===== src/rtl/path_to_world_frame_macros.svh =====
// assertion macros for the path to world frame block
// used by the top level only; expects clk and rst_n in the enclosing scope
`ifndef PATH_TO_WORLD_FRAME_MACROS_SVH
`define PATH_TO_WORLD_FRAME_MACROS_SVH

// same-cycle implication
`define PTW_ASSERT_NOW(lbl, ante, cons, msg) \
    lbl: assert property (@(posedge clk) disable iff (!rst_n) (ante) |-> (cons)) \
        else $error(msg);

// next-cycle implication
`define PTW_ASSERT_NEXT(lbl, ante, cons, msg) \
    lbl: assert property (@(posedge clk) disable iff (!rst_n) (ante) |=> (cons)) \
        else $error(msg);

`endif


===== src/rtl/ptw_pkg.sv =====
// shared types, constants and tables for the path to world frame block
// no dependencies
package ptw_pkg;

    localparam int CORDIC_STEPS = 30;
    localparam int ITER_W       = 5;
    localparam int TRIG_W       = 33;
    localparam int ROT_W        = 34;
    localparam int PHASE_W      = 32;
    localparam int NORM_TOP     = 40;
    localparam int CFG_IDX_W    = 2;
    localparam logic [PHASE_W-1:0] CORDIC_GAIN = 32'd652032874;

    typedef enum logic [CFG_IDX_W-1:0] {
        REG_ORIGIN_X       = 2'd0,
        REG_ORIGIN_Y       = 2'd1,
        REG_ORIGIN_HEADING = 2'd2
    } reg_idx_t;

    typedef enum logic [1:0] {
        SRC_HELD0 = 2'd0,
        SRC_HELD1 = 2'd1,
        SRC_NEW   = 2'd2
    } src_t;

    typedef enum logic [3:0] {
        ST_IDLE,
        ST_CS,
        ST_CSFIN,
        ST_MUL,
        ST_DRAIN,
        ST_POS,
        ST_ALOAD,
        ST_NORM,
        ST_VEC,
        ST_AFIN,
        ST_EMIT,
        ST_COMMIT
    } state_t;

    typedef struct packed {
        logic              load_in;
        logic              cs_step;
        logic              cs_fin;
        logic              mul_step;
        logic [2:0]        mul_sel;
        logic              pos_load;
        logic              atan_load;
        logic              norm_step;
        logic              vec_step;
        logic              atan_fin;
        logic [ITER_W-1:0] iter;
        logic              emit_load;
        src_t              emit_src;
        logic              emit_atan;
        logic              emit_end;
        logic              shift;
    } ptw_cmd_t;

    typedef struct packed {
        logic last;
        logic norm_done;
        logic out_full;
    } ptw_sts_t;

    function automatic logic [PHASE_W-1:0] atan_tab(input logic [ITER_W-1:0] i);
        logic [PHASE_W-1:0] r;
        case (i)
            5'd0:  r = 32'd536870912;
            5'd1:  r = 32'd316933406;
            5'd2:  r = 32'd167458907;
            5'd3:  r = 32'd85004756;
            5'd4:  r = 32'd42667331;
            5'd5:  r = 32'd21354465;
            5'd6:  r = 32'd10679838;
            5'd7:  r = 32'd5340245;
            5'd8:  r = 32'd2670163;
            5'd9:  r = 32'd1335087;
            5'd10: r = 32'd667544;
            5'd11: r = 32'd333772;
            5'd12: r = 32'd166886;
            5'd13: r = 32'd83443;
            5'd14: r = 32'd41722;
            5'd15: r = 32'd20861;
            5'd16: r = 32'd10430;
            5'd17: r = 32'd5215;
            5'd18: r = 32'd2608;
            5'd19: r = 32'd1304;
            5'd20: r = 32'd652;
            5'd21: r = 32'd326;
            5'd22: r = 32'd163;
            5'd23: r = 32'd81;
            5'd24: r = 32'd41;
            5'd25: r = 32'd20;
            5'd26: r = 32'd10;
            5'd27: r = 32'd5;
            5'd28: r = 32'd3;
            5'd29: r = 32'd1;
            default: r = 32'd0;
        endcase
        return r;
    endfunction

endpackage


===== src/rtl/ptw_ctrl.sv =====
// sequencer for the path to world frame block: cordic passes, multiply steps,
// result emission and path bookkeeping; depends on ptw_pkg
module ptw_ctrl (
    input  logic               clk,
    input  logic               rst_n,
    input  logic               in_valid,
    output logic               in_ready,
    input  ptw_pkg::ptw_sts_t  sts,
    output ptw_pkg::ptw_cmd_t  cmd
);
    import ptw_pkg::*;

    localparam logic [ITER_W-1:0] LAST_ITER = ITER_W'(CORDIC_STEPS - 1);

    state_t            state_reg, state_next;
    logic [1:0]        seen_reg, seen_next;
    logic [1:0]        k_reg, k_next;
    logic [ITER_W-1:0] iter_reg, iter_next;

    logic [1:0] n_emit;
    src_t       src;

    // result list for the current item
    always_comb
    begin
        n_emit = 2'd0;
        src    = SRC_NEW;
        case (seen_reg)
            2'd0:
            begin
                n_emit = sts.last ? 2'd1 : 2'd0;
                src    = SRC_NEW;
            end
            2'd1:
            begin
                n_emit = sts.last ? 2'd2 : 2'd0;
                src    = (k_reg == 2'd0) ? SRC_HELD1 : SRC_NEW;
            end
            2'd2:
            begin
                n_emit = sts.last ? 2'd3 : 2'd2;
                case (k_reg)
                    2'd0:    src = SRC_HELD0;
                    2'd1:    src = SRC_HELD1;
                    default: src = SRC_NEW;
                endcase
            end
            default:
            begin
                n_emit = sts.last ? 2'd2 : 2'd1;
                src    = (k_reg == 2'd0) ? SRC_HELD1 : SRC_NEW;
            end
        endcase
    end

    always_ff @(posedge clk or negedge rst_n)
    begin
        if (!rst_n)
        begin
            state_reg <= ST_IDLE;
            seen_reg  <= 2'd0;
            k_reg     <= 2'd0;
            iter_reg  <= '0;
        end
        else
        begin
            state_reg <= state_next;
            seen_reg  <= seen_next;
            k_reg     <= k_next;
            iter_reg  <= iter_next;
        end
    end

    always_comb
    begin
        state_next    = state_reg;
        seen_next     = seen_reg;
        k_next        = k_reg;
        iter_next     = iter_reg;
        in_ready      = 1'b0;
        cmd           = '0;
        cmd.iter      = iter_reg;
        cmd.mul_sel   = iter_reg[2:0];
        cmd.emit_src  = src;
        cmd.emit_atan = seen_reg[1];
        cmd.emit_end  = (src == SRC_NEW);
        case (state_reg)
            ST_IDLE:
            begin
                in_ready = 1'b1;
                if (in_valid)
                begin
                    cmd.load_in = 1'b1;
                    iter_next   = '0;
                    state_next  = ST_CS;
                end
            end
            ST_CS:
            begin
                cmd.cs_step = 1'b1;
                iter_next   = iter_reg + 1'b1;
                if (iter_reg == LAST_ITER)
                begin
                    iter_next  = '0;
                    state_next = ST_CSFIN;
                end
            end
            ST_CSFIN:
            begin
                cmd.cs_fin = 1'b1;
                state_next = ST_MUL;
            end
            ST_MUL:
            begin
                cmd.mul_step = 1'b1;
                iter_next    = iter_reg + 1'b1;
                if (iter_reg[2:0] == 3'd7)
                begin
                    iter_next  = '0;
                    state_next = ST_DRAIN;
                end
            end
            ST_DRAIN:
            begin
                state_next = ST_POS;
            end
            ST_POS:
            begin
                cmd.pos_load = 1'b1;
                k_next       = 2'd0;
                if (seen_reg[1])
                    state_next = ST_ALOAD;
                else if (sts.last)
                    state_next = ST_EMIT;
                else
                    state_next = ST_COMMIT;
            end
            ST_ALOAD:
            begin
                cmd.atan_load = 1'b1;
                state_next    = ST_NORM;
            end
            ST_NORM:
            begin
                if (sts.norm_done)
                begin
                    iter_next  = '0;
                    state_next = ST_VEC;
                end
                else
                    cmd.norm_step = 1'b1;
            end
            ST_VEC:
            begin
                cmd.vec_step = 1'b1;
                iter_next    = iter_reg + 1'b1;
                if (iter_reg == LAST_ITER)
                begin
                    iter_next  = '0;
                    state_next = ST_AFIN;
                end
            end
            ST_AFIN:
            begin
                cmd.atan_fin = 1'b1;
                state_next   = ST_EMIT;
            end
            ST_EMIT:
            begin
                if (!sts.out_full)
                begin
                    cmd.emit_load = 1'b1;
                    k_next        = k_reg + 1'b1;
                    if (k_reg == n_emit - 2'd1)
                        state_next = ST_COMMIT;
                end
            end
            ST_COMMIT:
            begin
                cmd.shift = !sts.last;
                if (sts.last)
                    seen_next = 2'd0;
                else if (seen_reg != 2'd3)
                    seen_next = seen_reg + 2'd1;
                state_next = ST_IDLE;
            end
            default:
            begin
                state_next = ST_IDLE;
            end
        endcase
    end

endmodule


===== config.mk =====
export PLATFORM = sky130hd
export DESIGN_NAME = ptw_ctrl
export DESIGN_NICKNAME = d
export VERILOG_FILES = /design/src/rtl/path_to_world_frame_macros.svh /design/src/rtl/ptw_pkg.sv /design/src/rtl/ptw_ctrl.sv
export SDC_FILE = /design/constraint.sdc
export NUM_CORES = 1
export LEC_CHECK = 0
export ABC_AREA = 1
export BUFFER_PORTS_ARGS = -buffer_cell sky130_fd_sc_hd__clkbuf_2
export CORE_ASPECT_RATIO = 1.25
export CORE_MARGIN = 2
export CORE_UTILIZATION = 52
export CTS_BUF_LIST = sky130_fd_sc_hd__clkbuf_16
export DETAILED_ROUTE_END_ITERATION = 8
export PLACE_DENSITY = 0.83
export SYNTH_ARGS = -nofsm -noshare
export SYNTH_HDL_FRONTEND = slang
export SYNTH_SLANG_ARGS = --single-unit

===== constraint.sdc =====
create_clock -name clk -period 2 [get_ports clk]
set_input_delay 0.2 -clock clk [delete_from_list [all_inputs] [get_ports clk]]
set_output_delay 0.2 -clock clk [all_outputs]
set_load 0.01 [all_outputs]

==> results of run 1 <==
-- cells by family after synthesis --
family,count (synthesis)
AOI/OAI and AO/OA,18
xor gates and xnor gates,2
adders and majority gates,10
buffers and inverters,39
DFF,13
and+or+nand+nor,91
-- cell usage after synthesis (2+ instances only) --
library cell / n / area share [%]
inv_2: 9 / 2.9
nor2_2: 3 / 1.6
dfrtp_1: 13 / 28
nor2_1: 18 / 5.8
o21ai_2: 2 / 1.5
o21ai_1: 2 / 0.86
nand3_1: 14 / 6.0
a21oi_1: 4 / 1.7
ha_1: 10 / 11
nand2_4: 3 / 2.9
nand2_1: 45 / 14
nor3_1: 2 / 0.86
inv_1: 26 / 8.4
o221ai_1: 2 / 1.5
buf_4: 4 / 2.6
o21ai_0: 5 / 2.1
xor2_1: 2 / 1.5
-- area by class of cell --
cell class / instances / area [um^2]
Clock buffer: 3 / 75.1
Multi-Input combinational cell: 121 / 682
Clock inverter: 1 / 3.75
Sequential cell: 13 / 327
Inverter: 35 / 131
Timing Repair Buffer: 30 / 155
Fill cell: 183 / 751
Tap cell: 31 / 38.8
-- how the worst min path moves through the flow --
stage                              end   start
after floorplan            iter_reg[0]   rst_n
after global placement     iter_reg[1]   rst_n
after detailed placement   iter_reg[1]   rst_n
after CTS                 state_reg[2]  sts[1]
after global routing      state_reg[2]  sts[1]
final                     state_reg[2]  sts[1]
-- per-layer routing --
metal / up-vias / share of wire [%] / track usage [%]
met5: - / 0 / 0
met4: 0 / 1.9 / 10.2
met3: 5 / 4.8 / 3.16
met2: 34 / 50 / 35.7
met1: 530 / 43 / 28.2
li1: 594 / - / -
-- power breakdown --
part	switching, W	leakage [nW]	internal [W]
combinational	0.000715	0.606	0.000414
sequential	0.000130	0.170	0.000355
clock	0.000118	0.0423	0.000264
total	0.000964	0.818	0.00103
-- metrics by stage --
| stage | worst slack (ps) | instances | hold slack, ps | instance area [um^2] | total power, W |
|---|---|---|---|---|---|
| global placement | 314 | 229 | 119 | 1320 | 0.00157 |
| finish | 229 | 234 | 276 | 1410 | 0.00200 |
| global route | 89.2 | 234 | 300 | 1410 | 0.00217 |
| CTS | 172 | 234 | 281 | 1410 | 0.00200 |
| floorplan | 420 | 173 | -95.6 | 1170 | 0.00131 |
| detailed placement | 225 | 229 | 120 | 1320 | 0.00160 |
-- cell usage in the layout (no fill, tap or decap), drive strengths merged, types with 4 or more instances in the layout --
cell type and instances:
ha 10, nor2 22, inv 36, nand3 15, a21oi 4, dfrtp 13, o21ai 10, nand2 49
clkbuf 32
-- repair_timing --
item / CTS / global route
gates resized for setup: 0 / 1
hold buffers: 1 / 0
hold endpoints to repair: 13 / 0
setup endpoints to repair: 0 / 3
-- critical path, cell delays in order (launching register included) --
cell      delay, ps
dfrtp_1         420
inv_1           170
ha_1            250
inv_1            50
nand2_1          70
o21ai_0          90
a21oi_1         130
clkbuf_2        140
==> impl_metrics.toml, run 1 <==
[clock_tree]
clockBufferDepth = 2
cts.clk_slew.worst_paths_ps = 50
cts_setup_buffers = 0
cts_buffers = 3
numClockSinks = 13
cts_root_buf = "clkbuf_16"
cts_tree = "built"
htreeDepth = 1
insertion_delay_ps = 250

[detailed_routing]
drtIter0Drc = 48
drc = 0
num_vias = 1163
drt-total-wl_um = 2620
ant_nets = 0
wl_per_cell_um = 11.2
vias_per_cell = 4.97
first_pass_iters = 4

[synth]
synth_edf_count = 0
syn_area_mm2 = 0.00117
synthFlopType = "dfrtp_1"
synth_simple_gate_area_share_pct = 35.9
syn_avg_cell_area_um2 = 6.76
syn_inst = 173
synth_fa_ha_area_share_pct = 10.7
synth_top_family_by_area = "simple AND/OR/NAND/NOR gates"
ys_ff_latch = 13
synthArstFlopShare_pct = 100
synth_mux_area_share_pct = 0
synth_cell_types = 26
synth_compound_gate_area_share_pct = 10.3
syn-num-nets = 189
ys_seq_area_share_pct = 27.8
ys_warn_count = 0
synth_xor_xnor_area_share_pct = 1.50

[floorplanning]
die_height_um = 57
num_rows = 19
top_level_ports = 30
die_x_um = 46.4
start_util_pct = 54.0
die_area_mm2 = 0.00264
core_region_area_mm2 = 0.00216

[grt]
grt_pass1_vias = 1012
grt_pass1_wl_um = 4310
grt_max_degree = 14
grt_overflow_total = 0
grt_use_total_pct = 22.1
antenna_found_initial = 0

[timing]
tns_ps = 0
period_share_pct = 88.5
drv_slew = 0
fin_skew_ps = 1.34
slew_headroom_pct = 75.8
rsz0062_at_grt = "false"
fmax_ghz = 0.565
period_minus_slack_ps = 1770
worst_slew_pin_slew_ps = 363
hold_viol_final = 0
finalSetupViolCount = 0

[critical_path]
critPathArrivalTime_ps = 1570
rrSetupSlack_ps = 270
startpoint_type = "flip-flop"
crit_path_start = "seen_reg[0]"
cp.required_ps = 1800
r2r_start = "seen_reg[0]"
path_max_fanout = 6
path_class = "reg -> out"
ff2ff_path_depth = 13
endpoint_kind = "primary output"
critPathCapture = "cmd[1]"
r2r-end = "state_reg[3]"

[place]
dpl.hpwl_um = 2010
portBuffers = 29
place_congestion = 0.866

[cells_and_area]
antenna_cells = 0
largest_reg_flops = 5
drive_above_1_share_pct = 27.1
area_growth_pct = 20.9
utilization_pct = 65.3
nets = 220

[power_and_ir_drop]
p_leak_nw = 0.818
cellPowerDensity_mw_per_mm2 = 1410
ir_drop_mv = 1.08

[worst_hold_path]
hold_class = "in -> reg"
holdPathStages = 3

[outcome]
status = "finished clean"

[run]
max_cap_violations = 0
Power figures use the tool's default switching activity.
==> run 2, diff against run 1 <==
--- a/config.mk
+++ b/config.mk
@@ -9,10 +9,10 @@
 export BUFFER_PORTS_ARGS = -buffer_cell sky130_fd_sc_hd__clkbuf_2
 export CORE_ASPECT_RATIO = 1.25
 export CORE_MARGIN = 2
-export CORE_UTILIZATION = 52
+export CORE_UTILIZATION = 56
 export CTS_BUF_LIST = sky130_fd_sc_hd__clkbuf_16
 export DETAILED_ROUTE_END_ITERATION = 8
-export PLACE_DENSITY = 0.83
+export PLACE_DENSITY = 0.88
 export SYNTH_ARGS = -nofsm -noshare
 export SYNTH_HDL_FRONTEND = slang
 export SYNTH_SLANG_ARGS = --single-unit
==> constraint.sdc (replaced) <==
create_clock -name clk -period 2.2 [get_ports clk]
set_input_delay 0.22 -clock clk [delete_from_list [all_inputs] [get_ports clk]]
set_output_delay 0.22 -clock clk [all_outputs]
set_load 0.01 [all_outputs]
==> run 2 against run 1 <==
Register-to-register slack better by 90 ps. Die area is 6.6% lower. Non-clock buffer count stayed put. Global-route usage is 2.7 points higher. Largest cell class unchanged. Sequential share of layout area is 0.16 points higher. Largest power group unchanged. Wire length is 6.5% higher.
==> impl_metrics.toml, run 2 (synthesized netlist as in run 1, its figures left out) <==
[outcome]
status = "finished clean"

[detailed_routing]
drc = 0
drt-total-wl_um = 2790
vias_per_cell = 5.18
num_vias = 1155
ant_nets = 0
first_pass_iters = 4
wl_per_cell_um = 12.5
drtIter0Drc = 27

[power_and_ir_drop]
cellPowerDensity_mw_per_mm2 = 1300
internal-power_w = 0.000943
p_leak_nw = 0.820
power_frac_seq_pct = 24.0
p_clk_share_pct = 18.4
power_w = 0.00182
p_sw_share_pct = 48.1
p_sw_w = 0.000875
power_frac_comb_pct = 57.5
ir_drop_mv = 0.830

[clock_tree]
cts_buffers = 3
cts_setup_buffers = 0
numClockSinks = 13
cts.clk_slew.worst_paths_ps = 50
htreeDepth = 1
cts_tree = "built"
insertion_delay_ps = 240
clockBufferDepth = 2
cts_root_buf = "clkbuf_16"

[critical_path]
critPathCapture = "cmd[1]"
rrSetupSlack_ps = 360
critPathArrivalTime_ps = 1680
r2r-end = "state_reg[1]"
startpoint_type = "flip-flop"
r2r_start = "seen_reg[1]"
endpoint_kind = "primary output"
crit_path_start = "seen_reg[1]"
cp.required_ps = 1980
path_class = "reg -> out"
path_max_fanout = 7
ff2ff_path_depth = 14

[grt]
grt_max_degree = 14
grt_pass1_vias = 1037
grt_use_total_pct = 24.8
grt_overflow_total = 0
grt_pass1_wl_um = 4380
antenna_found_initial = 0

[timing]
fin_skew_ps = 3.63
period_share_pct = 86.5
worst_slew_pin_slew_ps = 364
period_minus_slack_ps = 1900
hold_viol_final = 0
drv_slew = 0
rsz0062_at_grt = "false"
finalSetupViolCount = 0
slew_headroom_pct = 75.7
tns_ps = 0
fmax_ghz = 0.526

[cells_and_area]
utilization_pct = 70.5
antenna_cells = 0
largest_reg_flops = 5
layout.cells.non_filler = 223
area_growth_pct = 19.6
final_common_cell = "nand2_1"
fill_cells = 179
final_cell_mix = "nand2_1, clkbuf_2, inv_1"
drive_above_1_share_pct = 26.6
nets = 220

[place]
portBuffers = 29
place_congestion = 0.910
dpl.hpwl_um = 2200
dp.cells = 218

[floorplanning]
die_height_um = 55.1
core_region_area_mm2 = 0.00198
top_level_ports = 30
start_util_pct = 59.0
die_area_mm2 = 0.00247
num_rows = 18
die_x_um = 44.9

[run]
max_cap_violations = 0

[worst_hold_path]
hold_class = "in -> reg"
## run 2: changes by cell type in the layout (fill, tap and decap cells not counted)
| cell | before | now |
|---|---|---|
| dfrtp_2 | 1 | 0 |
| dfrtp_1 | 12 | 13 |
## run 2: layout make-up
class                           count  area (um^2)  share of cell area (%)
Clock inverter                      1         3.75                   0.269
Clock buffer                        3         75.1                    5.37
Inverter                           35          131                    9.40
Sequential cell                    13          325                    23.3
Tap cell                           20         25.0                    1.79
Timing Repair Buffer               30          155                    11.1
Multi-Input combinational cell    121          682                    48.8
## run 2: stage by stage
step / hold slack [ps] / area [um^2] / worst slack (ps)
after floorplan: -75.6 / 1170 / 620
after CTS: 304 / 1400 / 311
after global routing: 322 / 1400 / 156
after global placement: 132 / 1310 / 527
final: 301 / 1400 / 297
after detailed placement: 137 / 1310 / 377
## run 2: worst max-delay path, cell delays in order, from the launching register on
cell,delay (ps)
dfrtp_1,450
inv_1,150
ha_1,240
inv_1,90
nand2_1,90
o21ai_0,230
a21oi_1,70
clkbuf_2,130
## run 2: worst min path at each step
stage | from | to | slack [ps] | cells after the start
finish | sts[1] | state_reg[2] | 300 | 3
global route | sts[1] | state_reg[2] | 320 | 3
CTS | sts[1] | state_reg[2] | 300 | 3
detailed placement | rst_n | iter_reg[4] | 140 | 1
global placement | rst_n | iter_reg[0] | 130 | 1
floorplan | rst_n | iter_reg[0] | -80 | 0
## run 2: repair_timing
action	4_1_cts	5_1_grt
hold buffers	1	0
gates resized for setup	0	0
hold endpoints to repair	13	0
## run 2: routing by layer
layer  GRT usage (%)  up-vias  wire [um]
met1            28.1      519       1150
met4            10.3        0         59
li1                -      597          -
met3            2.92        8        113
met2            46.6       31       1470
met5               0        -          0
## run 2: power groups by stage
stage / Clock, W / Sequential (W) / Combinational, W
floorplan: 0 / 0.000430 / 0.000763
finish: 0.000335 / 0.000437 / 0.00105
global route: 0.000352 / 0.000454 / 0.00116
detailed placement: 0 / 0.000439 / 0.00103
CTS: 0.000339 / 0.000435 / 0.00105
global placement: 0 / 0.000430 / 0.000991
==> run 3, diff against run 2 <==
--- a/config.mk
+++ b/config.mk
@@ -7,8 +7,8 @@
 export LEC_CHECK = 0
 export ABC_AREA = 1
 export BUFFER_PORTS_ARGS = -buffer_cell sky130_fd_sc_hd__clkbuf_2
-export CORE_ASPECT_RATIO = 1.25
-export CORE_MARGIN = 2
+export CAP_MARGIN = 20
+export CORE_ASPECT_RATIO = 1.4
 export CORE_UTILIZATION = 56
 export CTS_BUF_LIST = sky130_fd_sc_hd__clkbuf_16
 export DETAILED_ROUTE_END_ITERATION = 8
==> run 3 against run 2 <==
Worst hold slack got worse by 15 ps. Count of clock-buffer cells in the layout stayed put. Final cell count up 0.45%. Combinational power about the same. Worst setup slack better by 4.7 ps. Clock skew rose by 0.85 ps. Sequential power is 2% higher. Die area shrank 7.9%.
==> impl_metrics.toml, run 3 (synthesized netlist as in run 1, its figures left out) <==
[cells_and_area]
drive_above_1_share_pct = 26.6
final_common_cell = "nand2_1"
design_area_mm2 = 0.00140
nets = 220
antenna_cells = 0
area_growth_pct = 19.7
largest_reg_flops = 5
final_cell_mix = "nand2_1, clkbuf_2, inv_1"

[clock_tree]
insertion_delay_ps = 250
cts.clk_slew.worst_paths_ps = 50
cts_buffers = 3
cts_setup_buffers = 0
numClockSinks = 13
ctsHoldBuffers = 1
clockBufferDepth = 2
cts_resized = 0
cts_root_buf = "clkbuf_16"
cts_tree = "built"
htreeDepth = 1

[timing]
fmax_ghz = 0.527
worst_slew_pin_slew_ps = 353
period_share_pct = 86.3
layout_setup_ws_ps = 302
rsz0062_at_grt = "false"
finalSetupViolCount = 0
slew_headroom_pct = 76.4
tns_ps = 0
fin_skew_ps = 4.48
drv_slew = 0
period_minus_slack_ps = 1900
hold_viol_final = 0

[detailed_routing]
first_pass_iters = 4
vias_per_cell = 5.28
ant_nets = 0
drc = 0
drtIter0Drc = 41
drt-total-wl_um = 2640
wl_per_cell_um = 11.8
num_vias = 1183

[critical_path]
cp_num_buf_inv = 3
crit_slowest_cell = "dfrtp_1"
path_max_fanout = 7
slowest_delay_ps = 460
cp.required_ps = 1980
path_class = "reg -> out"
startpoint_type = "flip-flop"
cp_top_family = "flip-flops"
critPathArrivalTime_ps = 1680
endpoint_kind = "primary output"
cp_common_cell = "inv_1"
path_cells = "inv_1, ha_1, inv_1, nand2_1, o21ai_0, a21oi_1, clkbuf_2"

[grt]
grt_overflow_total = 0
antenna_found_initial = 0
grt_pass1_vias = 1129
grt_use_total_pct = 26.7
grt_max_degree = 14
grt_pass1_wl_um = 4260

[place]
portBuffers = 29
dpl-instance-area_mm2 = 0.00131
dpl.hpwl_um = 2120
place_congestion = 0.802
post-place-ws_ps = 433

[power_and_ir_drop]
p_leak_nw = 0.820
cellPowerDensity_mw_per_mm2 = 1290
p_clk_share_pct = 19.0
p_sw_w = 0.000869
power_w = 0.00181
p_sw_share_pct = 48.0
internal-power_w = 0.000941
power_frac_seq_pct = 24.5
ir_drop_mv = 0.887
power_frac_comb_pct = 56.4

[run]
max_cap_violations = 0

[floorplanning]
top_level_ports = 30
die_height_um = 56.1
num_rows = 19
start_util_pct = 59.2
die_x_um = 40.6
core_region_area_mm2 = 0.00197
die_area_mm2 = 0.00228

[worst_hold_path]
hold_class = "in -> reg"

[outcome]
status = "finished clean"
## run 3: path summary, 6_finish.rpt
path	startpoint	end	depth (start not counted)	slack [ps]
max in group asynchronous	rst_n	iter_reg[2]	2	1520
min in group asynchronous	rst_n	state_reg[3]	2	420
setup / recovery	seen_reg[1]	cmd[1]	7	300
setup reg to reg	seen_reg[1]	state_reg[1]	14	390
hold reg to reg	iter_reg[3]	iter_reg[3]	2	540
hold / removal	sts[1]	state_reg[2]	3	290
## run 3: cell type report
class,instances,area (um^2)
Fill cell,172,574
Multi-Input combinational cell,121,682
Timing Repair Buffer,30,155
Tap cell,21,26.3
Sequential cell,13,325
Inverter,35,131
Clock buffer,3,75.1
Clock inverter,1,3.75
## run 3: through the flow
step,util (%),hold slack [ps],instances
2_1_floorplan,-,-75.6,173
3_3_place_gp,66.4,133,219
3_5_place_dp,66.4,147,219
4_1_cts,70.9,284,224
5_1_grt,70.9,300,224
6_report,70.9,286,224
## run 3: power groups by stage
stage	logic, W	clock network [W]	registers, W
2_1_floorplan	0.000763	0	0.000430
3_3_place_gp	0.000987	0	0.000434
3_5_place_dp	0.00102	0	0.000444
4_1_cts	0.00103	0.000349	0.000441
5_1_grt	0.00116	0.000359	0.000453
6_report	0.00102	0.000344	0.000444
## run 3: worst min-delay path, delay by kind of cell
| family | cells | cell delay [ps] |
|---|---|---|
| buf+inv | 1 | 80 |
| simple gates | 2 | 200 |
## run 3: per-layer routing
layer / share of wire (%) / track usage (%) / vias up
met5: 0 / 0 / -
met4: 2.5 / 15.2 / 0
met3: 3.8 / 2.80 / 7
met2: 59 / 50.8 / 37
met1: 35 / 23.1 / 545
li1: - / - / 594
